==> src/hdl/hrrn_pkg.sv <==
// ---------------------------------------------------------------------------
// hrrn_pkg
// Shared types, codes and reset constants of the HRRN scheduler.
// ---------------------------------------------------------------------------
package hrrn_pkg;

  localparam int DEF_READY_DEPTH   = 8;
  localparam int DEF_BLOCKED_DEPTH = 8;

  localparam logic [5:0]  RESET_FREE    = 6'd10;
  localparam logic [3:0]  RESET_QUANTUM = 4'd3;
  localparam logic [5:0]  FREE_MAX      = 6'd63;
  localparam logic [15:0] WAIT_MAX      = 16'hFFFF;

  // operation codes
  localparam logic [1:0] OP_CREATE = 2'd0;
  localparam logic [1:0] OP_RUN    = 2'd1;
  localparam logic [1:0] OP_BLOCK  = 2'd2;
  localparam logic [1:0] OP_IO     = 2'd3;

  // register indexes
  localparam logic [1:0] CFG_TOTAL_A = 2'd0;
  localparam logic [1:0] CFG_TOTAL_B = 2'd1;
  localparam logic [1:0] CFG_TOTAL_C = 2'd2;
  localparam logic [1:0] CFG_QUANTUM = 2'd3;

  // status codes
  localparam logic [3:0] ST_CREATED     = 4'd0;
  localparam logic [3:0] ST_NO_RES      = 4'd1;
  localparam logic [3:0] ST_FULL        = 4'd2;
  localparam logic [3:0] ST_RAN         = 4'd3;
  localparam logic [3:0] ST_FINISHED    = 4'd4;
  localparam logic [3:0] ST_REQUEUED    = 4'd5;
  localparam logic [3:0] ST_YIELDED     = 4'd6;
  localparam logic [3:0] ST_IDLE_IO     = 4'd7;
  localparam logic [3:0] ST_IDLE_EMPTY  = 4'd8;
  localparam logic [3:0] ST_BLOCKED     = 4'd9;
  localparam logic [3:0] ST_NOT_RUNNING = 4'd10;
  localparam logic [3:0] ST_IO_DONE     = 4'd11;
  localparam logic [3:0] ST_NONE_BLOCK  = 4'd12;

  // one process table entry
  typedef struct packed {
    logic [7:0]       id;
    logic [7:0]       exec;
    logic [15:0]      wait_cnt;
    logic [2:0][3:0]  need;
    logic [2:0][3:0]  alloc;
    logic [7:0]       ticks;
  } entry_t;

endpackage

==> src/hdl/hrrn_ram.sv <==
// ---------------------------------------------------------------------------
// hrrn_ram
// Simple dual-port RAM: one write port, one read port with registered data.
// ---------------------------------------------------------------------------
module hrrn_ram #(
  parameter int WIDTH = 8,
  parameter int DEPTH = 8
) (
  input  logic                     clk,
  input  logic                     we,
  input  logic [$clog2(DEPTH)-1:0] waddr,
  input  logic [WIDTH-1:0]         wdata,
  input  logic [$clog2(DEPTH)-1:0] raddr,
  output logic [WIDTH-1:0]         rdata
);

  logic [WIDTH-1:0] mem [DEPTH];

  always_ff @(posedge clk) begin
    if (we) begin
      mem[waddr] <= wdata;
    end
    rdata <= mem[raddr];
  end

endmodule

==> src/hdl/hrrn_scheduler_with_resources.sv <==
// ---------------------------------------------------------------------------
// hrrn_scheduler_with_resources
// Single-CPU highest-response-ratio-next scheduler with three resource pools.
// ---------------------------------------------------------------------------
//
//  channel  | signals                                   | transfer
//  ---------+-------------------------------------------+----------------------
//  command  | start, busy, op, proc_id, exec_time, ...  | start & !busy
//  result   | done, status, affected_id, ...            | done (one cycle)
//  config   | psel, penable, pwrite, paddr, pwdata, ... | APB access, no wait
//
//  Create and block complete in the accepting cycle: done follows the next cycle.
//  Run walks the ready RAM one entry a cycle (registered read data): a dispatch
//  scan when nothing runs, an aging/compaction sweep when entries wait, and a
//  commit state.
//  IO tick walks the blocked RAM once.
//  Reset is synchronous; no clearing pass, the fill counts mark live entries.
//  The result receiver cannot stall; every result shows for one cycle.
// ---------------------------------------------------------------------------
module hrrn_scheduler_with_resources #(
  parameter int READY_DEPTH   = hrrn_pkg::DEF_READY_DEPTH,
  parameter int BLOCKED_DEPTH = hrrn_pkg::DEF_BLOCKED_DEPTH
) (
  input  logic        clk,
  input  logic        rst,
  // command
  input  logic        start,
  output logic        busy,
  input  logic [1:0]  op,
  input  logic [7:0]  proc_id,
  input  logic [7:0]  exec_time,
  input  logic [3:0]  need_a,
  input  logic [3:0]  need_b,
  input  logic [3:0]  need_c,
  input  logic [7:0]  block_ticks,
  // result
  output logic        done,
  output logic [3:0]  status,
  output logic [7:0]  affected_id,
  output logic        running_valid,
  output logic [7:0]  running_id,
  output logic [3:0]  ready_count,
  output logic [3:0]  blocked_count,
  output logic [3:0]  released_count,
  output logic [5:0]  free_a,
  output logic [5:0]  free_b,
  output logic [5:0]  free_c,
  // configuration
  input  logic        psel,
  input  logic        penable,
  input  logic        pwrite,
  input  logic [3:0]  paddr,
  input  logic [31:0] pwdata,
  output logic [31:0] prdata,
  output logic        pready
);

  import hrrn_pkg::*;

  localparam int RIW = $clog2(READY_DEPTH);
  localparam int RCW = $clog2(READY_DEPTH + 1);
  localparam int BIW = $clog2(BLOCKED_DEPTH);
  localparam int BCW = $clog2(BLOCKED_DEPTH + 1);
  localparam int EW  = $bits(entry_t);

  typedef enum logic [2:0] {S_IDLE, S_SCAN, S_SWEEP, S_FIN, S_IO} state_t;

  state_t         state;
  logic [5:0]     free [3];
  logic [5:0]     total [3];
  logic [3:0]     quantum;
  logic [3:0]     slice_cnt;
  entry_t         run_e;
  logic [RCW-1:0] ready_n;
  logic [BCW-1:0] blocked_n;
  logic [RCW-1:0] r_idx;
  logic [BCW-1:0] b_idx;
  logic           pend;
  logic [RIW-1:0] pend_r_idx;
  logic [BIW-1:0] pend_b_idx;
  logic [RCW-1:0] dst_r;
  logic [BCW-1:0] dst_b;
  logic [RIW-1:0] best_idx;
  entry_t         best_e;
  logic           skip;
  logic           first;
  logic [BCW-1:0] rel_cnt;

  // ready and blocked RAMs
  logic           r_we, b_we;
  logic [RIW-1:0] r_waddr;
  logic [BIW-1:0] b_waddr;
  entry_t         r_wdata, b_wdata, r_rdata, b_rdata;
  logic [EW-1:0]  r_rraw, b_rraw;

  hrrn_ram #(.WIDTH(EW), .DEPTH(READY_DEPTH)) u_ready_ram (
    .clk(clk), .we(r_we), .waddr(r_waddr), .wdata(r_wdata),
    .raddr(r_idx[RIW-1:0]), .rdata(r_rraw)
  );

  hrrn_ram #(.WIDTH(EW), .DEPTH(BLOCKED_DEPTH)) u_blocked_ram (
    .clk(clk), .we(b_we), .waddr(b_waddr), .wdata(b_wdata),
    .raddr(b_idx[BIW-1:0]), .rdata(b_rraw)
  );

  assign r_rdata = entry_t'(r_rraw);
  assign b_rdata = entry_t'(b_rraw);

  assign busy           = (state != S_IDLE);
  assign pready         = 1'b1;
  assign running_id     = running_valid ? run_e.id : 8'd0;
  assign ready_count    = 4'(ready_n);
  assign blocked_count  = 4'(blocked_n);
  assign free_a         = free[0];
  assign free_b         = free[1];
  assign free_c         = free[2];

  // config port
  logic       cfg_we;
  logic [1:0] cfg_idx;
  assign cfg_we  = psel && penable && pwrite;
  assign cfg_idx = paddr[3:2];

  always_comb begin
    case (cfg_idx)
      CFG_TOTAL_A: prdata = {26'd0, total[0]};
      CFG_TOTAL_B: prdata = {26'd0, total[1]};
      CFG_TOTAL_C: prdata = {26'd0, total[2]};
      CFG_QUANTUM: prdata = {28'd0, quantum};
      default:     prdata = 32'd0;
    endcase
  end

  // table fill flags
  logic ready_full, blocked_full;
  assign ready_full   = (ready_n >= RCW'(READY_DEPTH));
  assign blocked_full = (blocked_n >= BCW'(BLOCKED_DEPTH));

  // create
  logic   create_nores;
  entry_t create_e;
  always_comb begin
    create_nores  = (free[0] == 6'd0) || (free[1] == 6'd0) || (free[2] == 6'd0);
    create_e      = '0;
    create_e.id   = proc_id;
    create_e.exec = (exec_time == 8'd0) ? 8'd1 : exec_time;
    create_e.need[0] = (need_a != 4'd0) ? need_a - 4'd1 : 4'd0;
    create_e.need[1] = (need_b != 4'd0) ? need_b - 4'd1 : 4'd0;
    create_e.need[2] = (need_c != 4'd0) ? need_c - 4'd1 : 4'd0;
    create_e.alloc[0] = 4'd1;
    create_e.alloc[1] = 4'd1;
    create_e.alloc[2] = 4'd1;
  end

  entry_t block_e;
  always_comb begin
    block_e       = run_e;
    block_e.ticks = (block_ticks == 8'd0) ? 8'd1 : block_ticks;
  end

  // dispatch compare: strictly higher ratio, by cross-multiplication
  logic [16:0] c_sum, b_sum;
  logic [24:0] lhs, rhs;
  logic        take;
  logic        r_last;
  entry_t      best_next;
  logic [RIW-1:0] best_idx_next;
  always_comb begin
    c_sum = 17'(r_rdata.wait_cnt) + 17'(r_rdata.exec);
    b_sum = 17'(best_e.wait_cnt) + 17'(best_e.exec);
    lhs   = 25'(c_sum) * 25'(best_e.exec);
    rhs   = 25'(b_sum) * 25'(r_rdata.exec);
    take  = (pend_r_idx == '0) || (lhs > rhs);
    best_next     = take ? r_rdata : best_e;
    best_idx_next = take ? pend_r_idx : best_idx;
    r_last = pend && (RCW'(pend_r_idx) == ready_n - RCW'(1));
  end

  // aging of a swept ready entry
  logic   sweep_keep;
  entry_t aged_e;
  always_comb begin
    sweep_keep = !(skip && (pend_r_idx == best_idx));
    aged_e     = r_rdata;
    if (r_rdata.wait_cnt != WAIT_MAX) begin
      aged_e.wait_cnt = r_rdata.wait_cnt + 16'd1;
    end
  end

  // commit of one run slice
  logic       grant;
  entry_t     ent_y, ent_g;
  logic [5:0] free_g [3];
  logic [5:0] free_rel [3];
  logic [6:0] rel_sum [3];
  logic [3:0] sc_inc, q_eff;
  logic       expire, fin_done;
  always_comb begin
    grant = 1'b1;
    ent_y = run_e;
    ent_y.wait_cnt = 16'd0;
    ent_g = ent_y;
    for (int r = 0; r < 3; r++) begin
      if (free[r] < 6'(run_e.need[r])) begin
        grant = 1'b0;
      end
      ent_g.alloc[r] = run_e.alloc[r] + run_e.need[r];
      ent_g.need[r]  = 4'd0;
      free_g[r]      = free[r] - 6'(run_e.need[r]);
      rel_sum[r]     = 7'(free_g[r]) + 7'(ent_g.alloc[r]);
      free_rel[r]    = (rel_sum[r] > 7'(FREE_MAX)) ? FREE_MAX : rel_sum[r][5:0];
    end
    if (run_e.exec != 8'd0) begin
      ent_g.exec = run_e.exec - 8'd1;
    end
    fin_done = (ent_g.exec == 8'd0);
    sc_inc   = slice_cnt + 4'd1;
    q_eff    = (quantum == 4'd0) ? 4'd1 : quantum;
    expire   = (sc_inc >= q_eff);
  end

  logic fin_push;
  assign fin_push = !ready_full && (!grant || (!fin_done && expire));

  // io tick decision on the swept blocked entry
  logic [7:0] io_t;
  logic       io_rel, b_last;
  entry_t     io_keep_e, io_rel_e;
  always_comb begin
    io_t   = (b_rdata.ticks != 8'd0) ? b_rdata.ticks - 8'd1 : 8'd0;
    io_rel = (io_t == 8'd0) && !ready_full;
    io_rel_e       = b_rdata;
    io_rel_e.ticks = io_t;
    io_keep_e       = b_rdata;
    io_keep_e.ticks = (io_t == 8'd0) ? 8'd1 : io_t;
    b_last = pend && (BCW'(pend_b_idx) == blocked_n - BCW'(1));
  end

  // RAM write ports
  always_comb begin
    r_we    = 1'b0;
    r_waddr = ready_n[RIW-1:0];
    r_wdata = create_e;
    b_we    = 1'b0;
    b_waddr = blocked_n[BIW-1:0];
    b_wdata = block_e;
    case (state)
      S_IDLE: begin
        if (start && op == OP_CREATE && !create_nores && !ready_full) begin
          r_we = 1'b1;
        end
        if (start && op == OP_BLOCK && running_valid && !blocked_full) begin
          b_we = 1'b1;
        end
      end
      S_SWEEP: begin
        r_we    = pend && sweep_keep;
        r_waddr = dst_r[RIW-1:0];
        r_wdata = aged_e;
      end
      S_FIN: begin
        r_we    = fin_push;
        r_wdata = grant ? ent_g : ent_y;
      end
      S_IO: begin
        r_we    = pend && io_rel;
        r_wdata = io_rel_e;
        b_we    = pend && !io_rel;
        b_waddr = dst_b[BIW-1:0];
        b_wdata = io_keep_e;
      end
      default: ;
    endcase
  end

  // sequencer
  always_ff @(posedge clk) begin
    if (rst) begin
      state         <= S_IDLE;
      done          <= 1'b0;
      running_valid <= 1'b0;
      slice_cnt     <= 4'd0;
      ready_n       <= '0;
      blocked_n     <= '0;
      pend          <= 1'b0;
      quantum       <= RESET_QUANTUM;
      for (int r = 0; r < 3; r++) begin
        free[r]  <= RESET_FREE;
        total[r] <= RESET_FREE;
      end
    end else begin
      done <= 1'b0;

      // configuration writes must arrive only while idle; the block does not enforce it
      if (cfg_we) begin
        case (cfg_idx)
          CFG_TOTAL_A: begin total[0] <= pwdata[5:0]; free[0] <= pwdata[5:0]; end
          CFG_TOTAL_B: begin total[1] <= pwdata[5:0]; free[1] <= pwdata[5:0]; end
          CFG_TOTAL_C: begin total[2] <= pwdata[5:0]; free[2] <= pwdata[5:0]; end
          CFG_QUANTUM: quantum <= pwdata[3:0];
          default: ;
        endcase
      end

      case (state)
        S_IDLE: begin
          if (start) begin
            released_count <= 4'd0;
            affected_id    <= 8'd0;
            case (op)
              OP_CREATE: begin
                done <= 1'b1;
                if (create_nores) begin
                  status <= ST_NO_RES;
                end else if (ready_full) begin
                  status <= ST_FULL;
                end else begin
                  status      <= ST_CREATED;
                  affected_id <= proc_id;
                  ready_n     <= ready_n + RCW'(1);
                  for (int r = 0; r < 3; r++) begin
                    free[r] <= free[r] - 6'd1;
                  end
                end
              end
              OP_RUN: begin
                r_idx <= '0;
                pend  <= 1'b0;
                dst_r <= '0;
                if (!running_valid) begin
                  if (ready_n == '0) begin
                    done   <= 1'b1;
                    status <= (blocked_n != '0) ? ST_IDLE_IO : ST_IDLE_EMPTY;
                  end else begin
                    skip  <= 1'b1;
                    state <= S_SCAN;
                  end
                end else begin
                  skip  <= 1'b0;
                  // nothing to age: go straight to the commit
                  state <= (ready_n == '0) ? S_FIN : S_SWEEP;
                end
              end
              OP_BLOCK: begin
                done <= 1'b1;
                if (!running_valid) begin
                  status <= ST_NOT_RUNNING;
                end else begin
                  affected_id <= run_e.id;
                  if (blocked_full) begin
                    status <= ST_FULL;
                  end else begin
                    status        <= ST_BLOCKED;
                    blocked_n     <= blocked_n + BCW'(1);
                    running_valid <= 1'b0;
                  end
                end
              end
              default: begin
                if (blocked_n == '0) begin
                  done   <= 1'b1;
                  status <= ST_NONE_BLOCK;
                end else begin
                  b_idx   <= '0;
                  pend    <= 1'b0;
                  dst_b   <= '0;
                  rel_cnt <= '0;
                  first   <= 1'b1;
                  state   <= S_IO;
                end
              end
            endcase
          end
        end

        // find the best ready entry, oldest wins ties
        S_SCAN: begin
          pend       <= (r_idx < ready_n);
          pend_r_idx <= r_idx[RIW-1:0];
          if (r_idx < ready_n) begin
            r_idx <= r_idx + RCW'(1);
          end
          if (pend) begin
            best_e   <= best_next;
            best_idx <= best_idx_next;
          end
          if (r_last) begin
            run_e         <= best_next;
            running_valid <= 1'b1;
            r_idx         <= '0;
            pend          <= 1'b0;
            state         <= S_SWEEP;
          end
        end

        // age every ready entry, drop one dispatched by this run, compact in place
        S_SWEEP: begin
          pend       <= (r_idx < ready_n);
          pend_r_idx <= r_idx[RIW-1:0];
          if (r_idx < ready_n) begin
            r_idx <= r_idx + RCW'(1);
          end
          if (pend && sweep_keep) begin
            dst_r <= dst_r + RCW'(1);
          end
          if (r_last) begin
            ready_n <= dst_r + (sweep_keep ? RCW'(1) : RCW'(0));
            pend    <= 1'b0;
            state   <= S_FIN;
          end
        end

        S_FIN: begin
          done        <= 1'b1;
          affected_id <= run_e.id;
          state       <= S_IDLE;
          if (fin_push) begin
            ready_n <= ready_n + RCW'(1);
          end
          if (!grant) begin
            run_e <= ent_y;
            if (ready_full) begin
              status <= ST_FULL;
            end else begin
              status        <= ST_YIELDED;
              running_valid <= 1'b0;
            end
          end else begin
            run_e     <= ent_g;
            slice_cnt <= expire ? 4'd0 : sc_inc;
            for (int r = 0; r < 3; r++) begin
              free[r] <= fin_done ? free_rel[r] : free_g[r];
            end
            if (fin_done) begin
              status        <= ST_FINISHED;
              running_valid <= 1'b0;
            end else if (expire) begin
              if (ready_full) begin
                status <= ST_FULL;
              end else begin
                status        <= ST_REQUEUED;
                running_valid <= 1'b0;
              end
            end else begin
              status <= ST_RAN;
            end
          end
        end

        // count down blocked entries, release expired ones while room lasts
        S_IO: begin
          pend       <= (b_idx < blocked_n);
          pend_b_idx <= b_idx[BIW-1:0];
          if (b_idx < blocked_n) begin
            b_idx <= b_idx + BCW'(1);
          end
          if (pend) begin
            if (io_rel) begin
              ready_n <= ready_n + RCW'(1);
              rel_cnt <= rel_cnt + BCW'(1);
              first   <= 1'b0;
              if (first) begin
                affected_id <= b_rdata.id;
              end
            end else begin
              dst_b <= dst_b + BCW'(1);
            end
          end
          if (b_last) begin
            blocked_n      <= dst_b + (io_rel ? BCW'(0) : BCW'(1));
            released_count <= 4'(rel_cnt + (io_rel ? BCW'(1) : BCW'(0)));
            status         <= ST_IO_DONE;
            done           <= 1'b1;
            pend           <= 1'b0;
            state          <= S_IDLE;
          end
        end

        default: state <= S_IDLE;
      endcase
    end
  end

  // checks
  a_done_source: assert property (@(posedge clk) disable iff (rst)
    done |-> $past(busy || start))
    else $error("result strobe without a transaction in flight");

  a_accept_progress: assert property (@(posedge clk) disable iff (rst)
    (start && !busy) |=> (busy || done))
    else $error("accepted transaction neither busy nor finished");

  a_ready_bound: assert property (@(posedge clk) disable iff (rst)
    ready_n <= RCW'(READY_DEPTH))
    else $error("ready count beyond table depth");

  a_blocked_bound: assert property (@(posedge clk) disable iff (rst)
    blocked_n <= BCW'(BLOCKED_DEPTH))
    else $error("blocked count beyond table depth");

endmodule
==> config.mk <==
export PLATFORM = sky130hd
export DESIGN_NAME = hrrn_scheduler_with_resources
export DESIGN_NICKNAME = d
export VERILOG_FILES = /design/src/hdl/hrrn_pkg.sv /design/src/hdl/hrrn_ram.sv /design/src/hdl/hrrn_scheduler_with_resources.sv
export SDC_FILE = /design/constraint.sdc
export NUM_CORES = 2
export LEC_CHECK = 0
export ABC_AREA = 0
export BUFFER_PORTS_ARGS = -buffer_cell sky130_fd_sc_hd__buf_2
export CORE_AREA = 2 2 400 402
export DETAILED_ROUTE_END_ITERATION = 8
export DIE_AREA = 0 0 402 404
export MAX_ROUTING_LAYER = met4
export PLACE_DENSITY = 0.7
export SLEW_MARGIN = 20
export SYNTH_ARGS = -nofsm -noshare
export SYNTH_HDL_FRONTEND = slang
export SYNTH_HIERARCHICAL = 1
export SYNTH_SLANG_ARGS = --single-unit
==> constraint.sdc <==
create_clock -name clk -period 9.2 [get_ports clk]
set_input_delay 1.84 -clock clk [delete_from_list [all_inputs] [get_ports clk]]
set_output_delay 1.84 -clock clk [all_outputs]
set_load 0.005 [all_outputs]
# --- Word level (Yosys, flattened, before mapping) ---
# Memory sizes are Yosys's and may differ from the RTL's. A register that Yosys moved wholly into a read port is not among the register bits.
# Index checks and enable logic that the tools add are counted.
classes:
  n_bitwise: 13
  n_addsub: 33
  n_mul: 2
  n_reduce_logical: 81
  n_mux: 179
  eq_ne: 41
  n_lt_le_gt_ge: 12
op_table:
  columns: ["operator", "count"]
  rows:
  - ["$mux W64", 3]
  - ["$pmux W64 S3", 1]
  - ["$mux W4", 44]
  - ["$pmux W32 S4", 1]
  - ["$pmux W64 S2", 1]
  - ["$mux W6", 18]
  - ["$mux W8", 12]
  - ["$mux W1", 62]
  - ["$mux W56", 1]
  - ["$mul A17 B8 Y25", 2]
  - ["$pmux W4 S2", 6]
  - ["$ne A2 B2 Y1 const B", 21]
  - ["$pmux W4 S3", 3]
  - ["$add A16 B8 Y17", 2]
  - ["$mux W3", 11]
  - ["$add A4 B1 Y4 const B", 8]
  - ["$logic_not A8 Y1", 4]
  - ["$reduce_and A7 Y1", 4]
  - ["$gt A25 B25 Y1", 1]
  - ["$pmux W8 S3", 1]
  - ["$add A6 B4 Y7", 3]
  - ["$gt A7 B6 Y1 const B", 3]
  - ["$reduce_bool A4 Y1", 5]
  - ["$sub A4 B1 Y4 const B", 5]
  - ["52 further kinds", 139]
totals:
  ram_bits: 1060
  output_inout_bits: 86
  ff_bits: 197
  mem_count: 4
mem_list:
  columns: ["memory", "depth", "width", "read_ports", "rd_ports_with_merged_regs", "wr", "line_no", "source"]
  rows:
  - ["u_blocked_ram.mem", 8, 64, 1, 1, 1, "hrrn_ram.sv:17", "logic [WIDTH-1:0] mem [DEPTH];"]
  - ["u_ready_ram.mem", 8, 64, 1, 1, 1, "hrrn_ram.sv:17", null]
  - ["free", 3, 6, 3, 0, 3, "hrrn_scheduler_with_resources.sv:69", "logic [5:0] free [3];"]
  - ["total", 3, 6, 3, 0, 3, "hrrn_scheduler_with_resources.sv:70", "logic [5:0] total [3];"]

# --- Longest topological paths before layout ---
# An unclocked memory read counts as a cell.
logic_depth:
  ltp_word: 12
  ltp_mapped: 39

# --- By module ---
# Netlist, hierarchy kept.
modules_own_cells:
  columns: ["mod", "cells_each", "instances", "area_each_um2", "seq_area_each_um2"]
  rows:
  - ["hrrn_ram", 816, 2, 20547.2, 16656.0]
  - ["hrrn_scheduler_with_resources", 2916, 1, 26563.0, 6776.5]

# --- Worst setup path after synthesis ---
# No wires, ideal clock.
synth_path:
  path_kind: "reg-to-reg"
  startpoint: "register best_e[48] (netlist bit)"
  endpoint: "register run_e, in the netlist block_e[30] (data pin)"
  synth_period_minus_slack_ns: 8.599
  required_time_ns: 8.944
  path_stages_with_launch: 37
  n_path_buf: 2
  setup_ns: 0.256
  slack_ns: 0.601
  t_arrival_ns: 8.343
  path_cell_list: "edfxtp_1 > ha_1 > inv_1 > fa_1 > nor2b_1 > o21ai_1 > a21boi_1 > o21ai_1 > a21boi_1 > o21ai_1 > a21oi_2 > mux2i_1 > fa_1 > fa_1 > fa_1 > inv_1 > fa_1 > inv_1 > ha_1 > a21oi_1 > o21ai_1 > a211oi_1 > a21oi_1 > o41ai_1 > nor3_1 > a2111oi_0 > xnor2_1 > ha_1 > and4_1 > and3b_1 > nand3_1 > o21ai_0 > a21oi_1 > buf_4 > buf_6 > mux2_4 > a22o_1"
synth_lines:
  columns: ["element", "line_no", "source"]
  rows:
  - ["start, declared", "hrrn_scheduler_with_resources.sv:84", "entry_t best_e;"]
  - ["start signal, assigned", "hrrn_scheduler_with_resources.sv:384", "best_e <= best_next;"]
  - ["end signal, assigned", "hrrn_scheduler_with_resources.sv:388", "run_e <= best_next;"]
  - ["end signal, assigned", "hrrn_scheduler_with_resources.sv:421", "run_e <= ent_y;"]
  - ["end signal, assigned", "hrrn_scheduler_with_resources.sv:429", "run_e <= ent_g;"]
  - ["end, declared", "hrrn_scheduler_with_resources.sv:73", "entry_t run_e;"]

==> impl_results.md <==
- Status: complete, no violations
- Non-filler instance count after layout: 6778
- Vias in the first global route: 39000
- Worst stage delay on the critical path: 0.56 ns
- Wire length of the first global-routing pass: 243000 um
- Area of the die: 0.162 mm^2
- Count of antenna-violating nets left after detailed routing: 0
- Final critical delay including setup and external delays: 8.78 ns
- Maximum level of the CTS H-tree: 3
- Vias after detailed routing: 38100
- Hold violation count in the final report: 0
- I/O Buffers: 110
- Final hold slack: 0.477 ns
- Total gr overflow: 0
- I/O Pins: 166
- Wirelength per Cell: 23.8 um
- Initial antenna violation count: 8
- Library cell appearing most often on the critical path: sky130_fd_sc_hd__buf_4
- Final Cycle Share: 95.4%
- Instance count of the mapped netlist: 4406
- Overall die width: 402 um
- Area after detailed placement: 0.0678 mm^2
- Final core utilization: 45.8%
- Clock insertion delay at the later pin of the skew report: 0.78 ns
- Cell at the slowest stage of the critical path: sky130_fd_sc_hd__fa_1
- Number of buffers added by the clock tree synthesis step: 120
- Maximum net fanout on the critical path: 10
- Starting DRT DRC Count: 3541
- Worst Path Required: 9.67 ns
- Buffer cell driving the clock tree root: sky130_fd_sc_hd__clkbuf_16
- Accumulated negative setup slack: 0 ns
- Ratio of total power to cell area: 229 mW/mm^2
- Total Routed Length: 161000 um
- FMAX: 0.114 GHz
- Share of cells above drive strength 1: 20.5%
- Drt via density: 5.62
- Floorplan core area: 0.158 mm^2
- Post-Synthesis Mean Instance Area: 14.6 um^2
- Die height: 404 um
- Max cap viols: 0
- Worst-case clock buffer depth: 3
- HP Class: flop to flop
- First-pass detailed-route iteration total: 5
- Pins over their slew limit: 0
- Tightest Pin Transition: 1.17 ns
- Largest net degree at the start of global routing: 132
- Minimum setup slack in the final design: 0.419 ns
- Cell area after synthesis: 0.0644 mm^2
- Worst clock skew on the final layout: 0.0700 ns
- Final-report setup violation count: 0
- Drc violations: 0
- CTS tree: yes
- Row cnt: 146
- P_leak: 26.3 nW
- Clk pin slew, worst setup/hold paths: 0.07 ns
- Total GRT Usage: 20.4%
- Starting Density: 40.8%
- Worst path arrival time: 9.25 ns
- Layout-stage area growth over the synthesis result: 12.3%
- Area taken by flip-flops and latches: 0.0375 mm^2
- Minimum setup slack after placement: 0.0351 ns
- Slew HR: 21.6%
- Capturing element type of the critical path: flop
- HPWL reported at the end of detailed placement: 106000 um
- Count of yosys warnings during synthesis: 6
- CTS sink cnt: 1297
- Cts hold-fix bufs: 0
- Post-route cell area: 0.0723 mm^2
- Start-to-end type of the worst setup path: flop to flop
- GPL Wtd Cong: 0.914
- Filler cells: 13600
- Number of instances in the placed design: 6540
- Power after layout: 16.6 mW
- Max IR drop VDD: 0.219 mV
- Final nets: 5063
- Multi-input gate area in the final layout: 0.0251 mm^2
- Critical path startpoint category: flop
==> sequential cells by signal, indices dropped and copies added (netlist names), 4 cells and up <==
signal / cells
quantum: 4
block_e: 56
free: 18
dst_r: 4
u_blocked_ram/mem: 512
u_ready_ram/rdata: 56
u_blocked_ram/rdata: 64
blocked_count: 4
affected_id: 8
b_idx: 4
r_idx: 4
slice_cnt: 4
best_e: 56
ready_count: 4
u_ready_ram/mem: 448
total: 18
dst_b: 4
status: 4
released_count: 4
rel_cnt: 4
==> per-layer routing <==
metal | routed length (um) | vias to the layer above | global-route usage [%]
li1 | - | 16700 | -
met5 | 0 | - | -
met3 | 13500 | 274 | 4.37
met2 | 76300 | 1510 | 32.1
met4 | 5960 | 0 | 7.37
met1 | 65600 | 19600 | 26.2
==> repair_timing <==
item | in CTS | in global routing
endpoints found under the setup margin | 0 | 115
endpoints found under the hold margin | 0 | 0
buffers inserted | 0 | 2
resized for setup | 0 | 37
==> final cells by class <==
cell class | count | area share, %
diodes | 7 | 0.0242
well taps | 2072 | 3.58
repair buffers | 268 | 2.55
clock inverters | 72 | 1.30
inverters | 272 | 1.41
clock buffers | 156 | 4.59
multi-input cells | 2634 | 34.7
flip-flops and latches | 1297 | 51.9
==> report_power, final <==
part           switching, mW  leakage [nW]  internal [mW]  total, mW
logic                   2.40          12.6           2.14       4.54
registers             0.0541          11.7           6.71       6.76
clock network           2.26          2.08           3.01       5.27
==> worst max-delay path: cells and delay by family, from the launching register on <==
family | cells | cell delay [ns]
AO/OA/AOI/OAI | 11 | 1.85
AND/OR/NAND/NOR | 9 | 1.22
adder cells (fa/ha/maj) | 8 | 3.24
flip-flops | 1 | 0.40
XOR/XNOR | 1 | 0.06
buffers and inverters | 11 | 1.44
multiplexers | 1 | 0.30
==> worst paths after layout <==
path	startpoint	end	slack [ns]	depth (start not counted)
worst max-delay path	best_e[32]	block_e[36]	0.42	41
worst min-delay path	slice_cnt[1]	slice_cnt[1]	0.48	2
worst max register to register	best_e[32]	block_e[36]	0.42	41
worst min register to register	slice_cnt[1]	slice_cnt[1]	0.48	2
==> cell usage in the layout, fill, tap and decap left out, types with 28 or more instances in the layout <==
cell type,instances
sky130_fd_sc_hd__a21o_1,67
sky130_fd_sc_hd__a21oi_1,103
sky130_fd_sc_hd__and2_1,173
sky130_fd_sc_hd__buf_2,110
sky130_fd_sc_hd__buf_4,150
sky130_fd_sc_hd__clkbuf_16,121
sky130_fd_sc_hd__clkinv_2,28
sky130_fd_sc_hd__dfxtp_1,141
sky130_fd_sc_hd__edfxtp_1,1155
sky130_fd_sc_hd__fa_1,191
sky130_fd_sc_hd__ha_1,199
sky130_fd_sc_hd__inv_1,265
sky130_fd_sc_hd__mux2_2,137
sky130_fd_sc_hd__mux2_4,29
sky130_fd_sc_hd__mux2i_1,43
sky130_fd_sc_hd__mux4_2,244
sky130_fd_sc_hd__nand2_1,353
sky130_fd_sc_hd__nand2b_1,52
sky130_fd_sc_hd__nand3_1,37
sky130_fd_sc_hd__nor2_1,176
sky130_fd_sc_hd__nor2b_1,54
sky130_fd_sc_hd__nor3_1,46
sky130_fd_sc_hd__o21ai_0,113
sky130_fd_sc_hd__o21ai_1,29
sky130_fd_sc_hd__xnor2_1,79
sky130_fd_sc_hd__xor2_1,50
(Power assumes the default switching activity.)
